## src/design/awc_pkg.sv

```systemverilog
// Shared types and constants of the add-with-carry instruction unit.
package awc_pkg;

    // Fetch sequence phases; the idle phase also means the unit is halted.
    localparam logic [2:0] PH_IDLE   = 3'd0;
    localparam logic [2:0] PH_OPCODE = 3'd1;
    localparam logic [2:0] PH_OPLO   = 3'd2;
    localparam logic [2:0] PH_OPHI   = 3'd3;
    localparam logic [2:0] PH_PTRLO  = 3'd4;
    localparam logic [2:0] PH_PTRHI  = 3'd5;
    localparam logic [2:0] PH_DATA   = 3'd6;

    // Addressing modes.
    localparam logic [2:0] MODE_IMM  = 3'd0;
    localparam logic [2:0] MODE_ZP   = 3'd1;
    localparam logic [2:0] MODE_ZPX  = 3'd2;
    localparam logic [2:0] MODE_ABS  = 3'd3;
    localparam logic [2:0] MODE_ABSX = 3'd4;
    localparam logic [2:0] MODE_ABSY = 3'd5;
    localparam logic [2:0] MODE_INDX = 3'd6;
    localparam logic [2:0] MODE_INDY = 3'd7;

    // Opcodes of the add-with-carry family.
    localparam logic [7:0] OP_ADC_IMM  = 8'h69;
    localparam logic [7:0] OP_ADC_ZP   = 8'h65;
    localparam logic [7:0] OP_ADC_ZPX  = 8'h75;
    localparam logic [7:0] OP_ADC_ABS  = 8'h6D;
    localparam logic [7:0] OP_ADC_ABSX = 8'h7D;
    localparam logic [7:0] OP_ADC_ABSY = 8'h79;
    localparam logic [7:0] OP_ADC_INDX = 8'h61;
    localparam logic [7:0] OP_ADC_INDY = 8'h71;

    // Status byte bit positions.
    localparam int FLAG_C = 0;
    localparam int FLAG_Z = 1;
    localparam int FLAG_D = 3;
    localparam int FLAG_V = 6;
    localparam int FLAG_N = 7;

    // Input commands carried on tuser.
    localparam logic CMD_START = 1'b0;
    localparam logic CMD_BYTE  = 1'b1;

    // Configuration register indexes (byte address is four times the index).
    localparam logic [2:0] REG_START_PC    = 3'd0;
    localparam logic [2:0] REG_START_ACC   = 3'd1;
    localparam logic [2:0] REG_START_FLAGS = 3'd2;
    localparam logic [2:0] REG_INDEX_X     = 3'd3;
    localparam logic [2:0] REG_INDEX_Y     = 3'd4;

    localparam int OUT_TDATA_W = 40;

    // Fields of one result transfer.
    typedef struct packed {
        logic        unimplemented;
        logic        instruction_done;
        logic [7:0]  flags_out;
        logic [7:0]  accumulator_out;
        logic        read_wanted;
        logic [15:0] read_address;
    } result_t;

endpackage

```

## src/design/add_with_carry_instruction_unit.sv

```systemverilog
// Top level of the add-with-carry instruction unit.
//
// The unit runs the add-with-carry instructions of a small 8-bit core one
// memory byte at a time. The input stream (s_axis) carries a command in
// tuser: a start transfer loads the program counter, accumulator and status
// byte from the configuration registers, and a byte transfer hands back the
// data read from the address that was last asked for. Every accepted input
// transfer produces exactly one result transfer on m_axis, which names the
// next address wanted and shows the accumulator, the status byte and whether
// this byte finished an instruction or hit an opcode that is not an add.
// After such an opcode the unit halts and ignores bytes until the next start.
//
// Each input byte is decoded by single-pass logic into the output register,
// so a result appears in the cycle after its input transfer and one item can
// be taken every cycle. While the receiver stalls, the held result blocks
// new input; the input side is ready whenever the output register is empty
// or is being drained in the same cycle.
//
// Reset clears the state and leaves the unit halted, waiting for a start.
// The APB port writes and reads the five start and index registers.
module add_with_carry_instruction_unit (
    input  logic        clk,
    input  logic        rst_n,
    input  logic        s_axis_tvalid,
    output logic        s_axis_tready,
    input  logic [7:0]  s_axis_tdata,   // [7:0] read_data
    input  logic        s_axis_tuser,   // [0] command
    output logic        m_axis_tvalid,
    input  logic        m_axis_tready,
    // [15:0] read_address, [16] read_wanted, [24:17] accumulator_out,
    // [32:25] flags_out, [33] instruction_done, [34] unimplemented, rest zero
    output logic [39:0] m_axis_tdata,
    input  logic        psel,
    input  logic        penable,
    input  logic        pwrite,
    input  logic [4:0]  paddr,
    input  logic [31:0] pwdata,
    output logic [31:0] prdata,
    output logic        pready
);

    logic [15:0] start_pc_reg;
    logic [7:0]  start_acc_reg;
    logic [7:0]  start_flags_reg;
    logic [7:0]  index_x_reg;
    logic [7:0]  index_y_reg;

    logic [7:0]  acc_reg, acc_next;
    logic [7:0]  flags_reg, flags_next;
    logic [15:0] pc_reg, pc_next;
    logic [2:0]  phase_reg, phase_next;
    logic [2:0]  mode_reg, mode_next;
    logic [7:0]  oplo_reg, oplo_next;
    logic [15:0] waddr_reg, waddr_next;

    logic                  out_valid_reg;
    awc_pkg::result_t      out_reg, out_next;

    logic        in_xfer;
    logic        cfg_write;
    logic [2:0]  reg_index;

    // Decoder and adder signals.
    logic        op_valid;
    logic [2:0]  op_mode;
    logic [15:0] pc_inc;
    logic [15:0] base_sum;
    logic [15:0] ptr_sum;
    logic [4:0]  low_digit;
    logic [9:0]  sum_bin;
    logic [9:0]  sum_adj;
    logic [9:0]  sum_dec;
    logic [7:0]  add_flags;
    logic [7:0]  add_acc;
    logic        carry_in;

    assign pready        = 1'b1;
    assign reg_index     = paddr[4:2];
    assign cfg_write     = psel && penable && pwrite && pready;
    assign s_axis_tready = !out_valid_reg || m_axis_tready;
    assign in_xfer       = s_axis_tvalid && s_axis_tready;
    assign m_axis_tvalid = out_valid_reg;
    assign m_axis_tdata  = {{(awc_pkg::OUT_TDATA_W - $bits(awc_pkg::result_t)){1'b0}}, out_reg};

    always_comb
    begin
        case (reg_index)
            awc_pkg::REG_START_PC:    prdata = {16'h0, start_pc_reg};
            awc_pkg::REG_START_ACC:   prdata = {24'h0, start_acc_reg};
            awc_pkg::REG_START_FLAGS: prdata = {24'h0, start_flags_reg};
            awc_pkg::REG_INDEX_X:     prdata = {24'h0, index_x_reg};
            awc_pkg::REG_INDEX_Y:     prdata = {24'h0, index_y_reg};
            default:                  prdata = 32'h0;
        endcase
    end

    always_ff @(posedge clk or negedge rst_n)
    begin
        if (!rst_n)
        begin
            start_pc_reg    <= '0;
            start_acc_reg   <= '0;
            start_flags_reg <= '0;
            index_x_reg     <= '0;
            index_y_reg     <= '0;
        end
        else if (cfg_write)
        begin
            case (reg_index)
                awc_pkg::REG_START_PC:    start_pc_reg    <= pwdata[15:0];
                awc_pkg::REG_START_ACC:   start_acc_reg   <= pwdata[7:0];
                awc_pkg::REG_START_FLAGS: start_flags_reg <= pwdata[7:0];
                awc_pkg::REG_INDEX_X:     index_x_reg     <= pwdata[7:0];
                awc_pkg::REG_INDEX_Y:     index_y_reg     <= pwdata[7:0];
                default:
                begin
                end
            endcase
        end
    end

    always_comb
    begin
        op_valid = 1'b1;
        case (s_axis_tdata)
            awc_pkg::OP_ADC_IMM:  op_mode = awc_pkg::MODE_IMM;
            awc_pkg::OP_ADC_ZP:   op_mode = awc_pkg::MODE_ZP;
            awc_pkg::OP_ADC_ZPX:  op_mode = awc_pkg::MODE_ZPX;
            awc_pkg::OP_ADC_ABS:  op_mode = awc_pkg::MODE_ABS;
            awc_pkg::OP_ADC_ABSX: op_mode = awc_pkg::MODE_ABSX;
            awc_pkg::OP_ADC_ABSY: op_mode = awc_pkg::MODE_ABSY;
            awc_pkg::OP_ADC_INDX: op_mode = awc_pkg::MODE_INDX;
            awc_pkg::OP_ADC_INDY: op_mode = awc_pkg::MODE_INDY;
            default:
            begin
                op_mode  = awc_pkg::MODE_IMM;
                op_valid = 1'b0;
            end
        endcase
    end

    // Binary and decimal add. In decimal mode, Z comes from the binary sum
    // and N and V from the sum after the low digit has been adjusted.
    always_comb
    begin
        carry_in  = flags_reg[awc_pkg::FLAG_C];
        sum_bin   = {2'b00, s_axis_tdata} + {2'b00, acc_reg} + {9'h0, carry_in};
        low_digit = {1'b0, acc_reg[3:0]} + {1'b0, s_axis_tdata[3:0]} + {4'h0, carry_in};
        sum_adj   = (low_digit > 5'd9) ? sum_bin + 10'd6 : sum_bin;
        sum_dec   = (sum_adj > 10'h099) ? sum_adj + 10'd96 : sum_adj;

        add_flags = flags_reg;
        add_flags[awc_pkg::FLAG_Z] = (sum_bin[7:0] == 8'h00);
        if (flags_reg[awc_pkg::FLAG_D])
        begin
            add_flags[awc_pkg::FLAG_N] = sum_adj[7];
            add_flags[awc_pkg::FLAG_V] = !(acc_reg[7] ^ s_axis_tdata[7])
                                         && (acc_reg[7] ^ sum_adj[7]);
            add_flags[awc_pkg::FLAG_C] = (sum_dec > 10'h099);
            add_acc = sum_dec[7:0];
        end
        else
        begin
            add_flags[awc_pkg::FLAG_N] = sum_bin[7];
            add_flags[awc_pkg::FLAG_V] = !(acc_reg[7] ^ s_axis_tdata[7])
                                         && (acc_reg[7] ^ sum_bin[7]);
            add_flags[awc_pkg::FLAG_C] = sum_bin[8];
            add_acc = sum_bin[7:0];
        end
    end

    assign pc_inc   = pc_reg + 16'd1;
    assign base_sum = {s_axis_tdata, oplo_reg}
                      + ((mode_reg == awc_pkg::MODE_ABSX) ? {8'h0, index_x_reg} :
                         (mode_reg == awc_pkg::MODE_ABSY) ? {8'h0, index_y_reg} : 16'h0);
    assign ptr_sum  = {s_axis_tdata, oplo_reg}
                      + ((mode_reg == awc_pkg::MODE_INDY) ? {8'h0, index_y_reg} : 16'h0);

    always_comb
    begin
        acc_next   = acc_reg;
        flags_next = flags_reg;
        pc_next    = pc_reg;
        phase_next = phase_reg;
        mode_next  = mode_reg;
        oplo_next  = oplo_reg;
        waddr_next = waddr_reg;

        out_next.read_address     = 16'h0;
        out_next.read_wanted      = 1'b0;
        out_next.instruction_done = 1'b0;
        out_next.unimplemented    = 1'b0;

        if (s_axis_tuser == awc_pkg::CMD_START)
        begin
            pc_next    = start_pc_reg;
            acc_next   = start_acc_reg;
            flags_next = start_flags_reg;
            phase_next = awc_pkg::PH_OPCODE;
            out_next.read_address = start_pc_reg;
            out_next.read_wanted  = 1'b1;
        end
        else
        begin
            case (phase_reg)
                awc_pkg::PH_IDLE:
                begin
                end
                awc_pkg::PH_OPCODE:
                begin
                    pc_next = pc_inc;
                    if (!op_valid)
                    begin
                        out_next.unimplemented = 1'b1;
                        phase_next = awc_pkg::PH_IDLE;
                    end
                    else
                    begin
                        mode_next  = op_mode;
                        waddr_next = pc_inc;
                        out_next.read_address = pc_inc;
                        out_next.read_wanted  = 1'b1;
                        if (op_mode == awc_pkg::MODE_IMM)
                        begin
                            phase_next = awc_pkg::PH_DATA;
                            pc_next    = pc_inc + 16'd1;
                        end
                        else
                        begin
                            phase_next = awc_pkg::PH_OPLO;
                        end
                    end
                end
                awc_pkg::PH_OPLO:
                begin
                    pc_next   = pc_inc;
                    oplo_next = s_axis_tdata;
                    case (mode_reg)
                        awc_pkg::MODE_ZP:
                        begin
                            waddr_next = {8'h0, s_axis_tdata};
                            phase_next = awc_pkg::PH_DATA;
                        end
                        awc_pkg::MODE_ZPX:
                        begin
                            waddr_next = {8'h0, s_axis_tdata + index_x_reg};
                            phase_next = awc_pkg::PH_DATA;
                        end
                        awc_pkg::MODE_INDX:
                        begin
                            waddr_next = {8'h0, s_axis_tdata + index_x_reg};
                            phase_next = awc_pkg::PH_PTRLO;
                        end
                        awc_pkg::MODE_INDY:
                        begin
                            waddr_next = {8'h0, s_axis_tdata};
                            phase_next = awc_pkg::PH_PTRLO;
                        end
                        default:
                        begin
                            waddr_next = pc_inc;
                            phase_next = awc_pkg::PH_OPHI;
                        end
                    endcase
                    out_next.read_address = waddr_next;
                    out_next.read_wanted  = 1'b1;
                end
                awc_pkg::PH_OPHI:
                begin
                    pc_next    = pc_inc;
                    waddr_next = base_sum;
                    phase_next = awc_pkg::PH_DATA;
                    out_next.read_address = base_sum;
                    out_next.read_wanted  = 1'b1;
                end
                awc_pkg::PH_PTRLO:
                begin
                    // The high pointer byte stays in page zero.
                    oplo_next  = s_axis_tdata;
                    waddr_next = {8'h0, waddr_reg[7:0] + 8'd1};
                    phase_next = awc_pkg::PH_PTRHI;
                    out_next.read_address = waddr_next;
                    out_next.read_wanted  = 1'b1;
                end
                awc_pkg::PH_PTRHI:
                begin
                    waddr_next = ptr_sum;
                    phase_next = awc_pkg::PH_DATA;
                    out_next.read_address = ptr_sum;
                    out_next.read_wanted  = 1'b1;
                end
                awc_pkg::PH_DATA:
                begin
                    acc_next   = add_acc;
                    flags_next = add_flags;
                    phase_next = awc_pkg::PH_OPCODE;
                    out_next.instruction_done = 1'b1;
                    out_next.read_address     = pc_reg;
                    out_next.read_wanted      = 1'b1;
                end
                default:
                begin
                    phase_next = awc_pkg::PH_IDLE;
                end
            endcase
        end

        out_next.accumulator_out = acc_next;
        out_next.flags_out       = flags_next;
    end

    always_ff @(posedge clk or negedge rst_n)
    begin
        if (!rst_n)
        begin
            acc_reg   <= '0;
            flags_reg <= '0;
            pc_reg    <= '0;
            phase_reg <= awc_pkg::PH_IDLE;
            mode_reg  <= awc_pkg::MODE_IMM;
            oplo_reg  <= '0;
            waddr_reg <= '0;
        end
        else if (in_xfer)
        begin
            acc_reg   <= acc_next;
            flags_reg <= flags_next;
            pc_reg    <= pc_next;
            phase_reg <= phase_next;
            mode_reg  <= mode_next;
            oplo_reg  <= oplo_next;
            waddr_reg <= waddr_next;
        end
    end

    always_ff @(posedge clk or negedge rst_n)
    begin
        if (!rst_n)
        begin
            out_valid_reg <= 1'b0;
        end
        else if (in_xfer)
        begin
            out_valid_reg <= 1'b1;
        end
        else if (m_axis_tready)
        begin
            out_valid_reg <= 1'b0;
        end
    end

    always_ff @(posedge clk)
    begin
        if (in_xfer)
        begin
            out_reg <= out_next;
        end
    end

endmodule

```

## config.mk

```make
export PLATFORM = sky130hd
export DESIGN_NAME = add_with_carry_instruction_unit
export DESIGN_NICKNAME = d
export VERILOG_FILES = /design/src/design/awc_pkg.sv /design/src/design/add_with_carry_instruction_unit.sv
export SDC_FILE = /design/constraint.sdc
export NUM_CORES = 1
export LEC_CHECK = 0
export ABC_AREA = 0
export BUFFER_PORTS_ARGS = -buffer_cell sky130_fd_sc_hd__buf_4
export CAP_MARGIN = 20
export CORE_ASPECT_RATIO = 2
export CORE_UTILIZATION = 40
export CTS_CLUSTER_DIAMETER = 120
export DETAILED_ROUTE_END_ITERATION = 7
export PLACE_DENSITY = 0.71
export SLEW_MARGIN = 0
export SYNTH_ARGS = -nofsm -noshare
export SYNTH_HDL_FRONTEND = slang
export SYNTH_SLANG_ARGS = --single-unit
```

## constraint.sdc

```tcl
create_clock -name clk -period 7.2 [get_ports clk]
set_clock_uncertainty 0.15 [all_clocks]
set_input_delay 1.44 -clock clk [delete_from_list [all_inputs] [get_ports clk]]
set_output_delay 1.44 -clock clk [all_outputs]
set_load 0.1 [all_outputs]
```

==> metrics.txt <==
status complete, no violations; met3 WL 1545 um; crit start category input pin; chip height 227.0 um; Yosys reg bits 138; post-synth cell types 82; Max H-tree Level 4; Initial Utilization 40.63%; fmax 187.6 MHz; grt ovf 0; DIE AREA 26000 um2; count leader, synth nand2_1; layout cells sized above 1 17.36%; final WL 32120 um; simple-gate area share of the yosys netlist 16.86%; post-synthesis sequential area ratio 35.82%; Total Routing Usage GR 25.38%; Reg power frac 29.9%; Reg area 3628 um2; leakage 4.810 nW; Die W 114.5 um; RePlAce Congestion 0.9200; worst-path fanout max 9; post-cts sizing count 0; # rows 82; Internal Power 2.264 mW; Pwr Density 369.4 nW/um2; slew margin rel. 31.10%; Multi-input gate area 5998 um2; WL per Instance 20.86 um; first-pass GRT wire length 49400 um; Crit Path Class in2reg; post-synthesis compound-gate area fraction 21.14%; number of synthesized flops with an enable pin 35; RSZ-0062 raised after global routing false; final net count 1283; Residual DRC 0; drt first pass iters 6; most frequent cells after synthesis nand2_1 (112), dfrtp_1 (103), nor2_1 (81), a21oi_1 (79), o21ai_0 (74); XOR/XNOR Fraction of Synth Area 6.214%; post-synth top area cell dfrtp_1; Req. time, crit path 7200 ps; switching power 1.991 mW; Area contributors post-synth dfrtp_1 (25%), edfxtp_1 (10%), mux2_2 (6.9%); clk root buf clkbuf_16; Post-CTS Repair Setup Buffers 0; diode count 0; top sig layer met4; hold path cells 2; clk slew on worst S/H paths 60 ps; ys async rst share 74.64%; area share of the largest cell type after synthesis 25.45%; Core Footprint 24930 um2; met2 wire length 16780 um; Post-CTS Hold Buffers 0; Final Critical Period 5330 ps; dpl ws 1441 ps; Final Setup Violations 0; Setup crit end kind register; fillers 2396; post-DP HPWL 24560 um; R2R cell count 13; Mapped Cells 1143; Sink Count 138; synth warn 0; multiplexer share of the synthesized area 8.981%; CTS tree built; vias in the first global route 8887; Fin Setup TNS 0 ps; DR vias/cell 5.940; Syn Area/Cell 8.861 um2; I/O Buffers 87; Vias 9148; Num CTS Buffers 17; DRT iter0 DRCs 841; clock share of power 20.9%; main combinational cell family by area after synthesis compound AO/OA/AOI/OAI gates; Sw Ratio 46.79%; Largest register FFs 35; Least-Margin Pin Slew 1031 ps; Adder-Cell Fraction of Synth Area 5.114%; Final Hold Viols 0; largest net degree at the start of global routing 77; Logic pwr share 49.2%; Routed Antenna Nets 0; Area growth, synth to finish 13.71%; critical path arrival 5330 ps; Post-synth top flop dfrtp_1; clock tree buffer depth 2; Hold WC Path Type reg2reg; Mapped Area 10130 um2; Peak supply drop 204.2 uV; setup ws final 1870 ps; FF-to-FF setup slack 2630 ps; Routed met1 length 11300 um; Slew Viols, Final 0; max_cap viols 0; initial antenna violation count 0; final worst-path cycle share 74.02%; worst skew pair latency 440 ps; IO Pins 128
## critical path, cell delays in order
cell      delay [ps]
buf_4            170
fa_1             590
a21oi_1          250
xor2_1           120
ha_1             290
a221o_1          320
nor3_1           240
mux2i_1          130
xnor2_1          570
inv_1            210
ha_1             280
a41o_1           230
a211oi_1         310
o22ai_1          160
## logic make-up after synthesis
| logic type | Yosys count |
|---|---|
| AOI/OAI and AO/OA | 329 |
| xor gates and xnor gates | 71 |
| adders and majority gates | 39 |
| buffers and inverters | 131 |
| DFF | 138 |
| muxes | 83 |
| other | 2 |
| and+or+nand+nor | 350 |
## power groups by stage
stage | Sequential (mW) | Clock [mW] | Combinational, mW
6_report | 1.27 | 0.889 | 2.09
4_1_cts | 1.27 | 0.900 | 2.08
5_1_grt | 1.30 | 0.931 | 2.27
3_3_place_gp | 1.27 | 0 | 2.03
3_5_place_dp | 1.28 | 0 | 2.06
2_1_floorplan | 1.34 | 0 | 1.47
## placed cells by master (no fill, tap or decap), drive strengths merged, types with 8 or more instances in the layout
cell / synthesis / layout
a211oi: 10 / 10
a21o: 10 / 10
a21oi: 79 / 79
a221oi: 14 / 14
a22oi: 18 / 18
a31oi: 8 / 8
and2: 21 / 21
and3: 13 / 13
buf: 33 / 94
clkbuf: 52 / 18
conb: 2 / 22
dfrtp: 103 / 103
edfxtp: 35 / 35
ha: 35 / 35
inv: 45 / 51
mux2: 63 / 63
mux2i: 20 / 20
nand2: 112 / 112
nand2b: 13 / 13
nand3: 37 / 37
nor2: 81 / 81
nor2b: 15 / 15
nor3: 12 / 12
nor4: 14 / 14
o211ai: 9 / 9
o21a: 8 / 8
o21ai: 77 / 77
o21bai: 10 / 10
o22ai: 38 / 38
o31ai: 9 / 9
xnor2: 48 / 48
xor2: 23 / 23
## worst paths after layout
check                                          from                          to
setup / recovery                    s_axis_tdata[0]  m_axis_tdata[24]$_DFFE_PP_
hold / removal             flags_reg[1]$_DFFE_PN0P_    flags_reg[1]$_DFFE_PN0P_
setup reg to reg           flags_reg[0]$_DFFE_PN0P_  m_axis_tdata[24]$_DFFE_PP_
hold reg to reg            flags_reg[1]$_DFFE_PN0P_    flags_reg[1]$_DFFE_PN0P_
max in group asynchronous                     rst_n     oplo_reg[6]$_DFFE_PN0P_
min in group asynchronous                     rst_n    flags_reg[0]$_DFFE_PN0P_
## metrics by stage
step	std cells	utilization, %	instance area [um2]	hold WS [ps]	total power, mW
after floorplan	1163	-	10200	295.7	2.812
after global placement	1508	43.82	10930	311.3	3.302
after detailed placement	1508	43.82	10930	329.2	3.340
after CTS	1540	46.20	11520	344.2	4.242
after global routing	1540	46.20	11520	366.8	4.495
final	1540	46.20	11520	337.4	4.255
## routing by layer
metal,up-vias,GRT usage [%]
met5,-,0
li1,4227,-
met4,0,19.31
met1,4401,26.69
met2,393,45.43
met3,127,3.328
## area by class of cell
cell class              instances  share of cell area, %
clock inverters                14                  1.412
inverters                      46                  1.499
flip-flops and latches        138                  31.50
repair buffers                 94                  6.127
well taps                     336                  3.650
multi-input cells             894                  52.08
clock buffers                  18                  3.726
No activity file was read; power rests on OpenSTA's default activity.
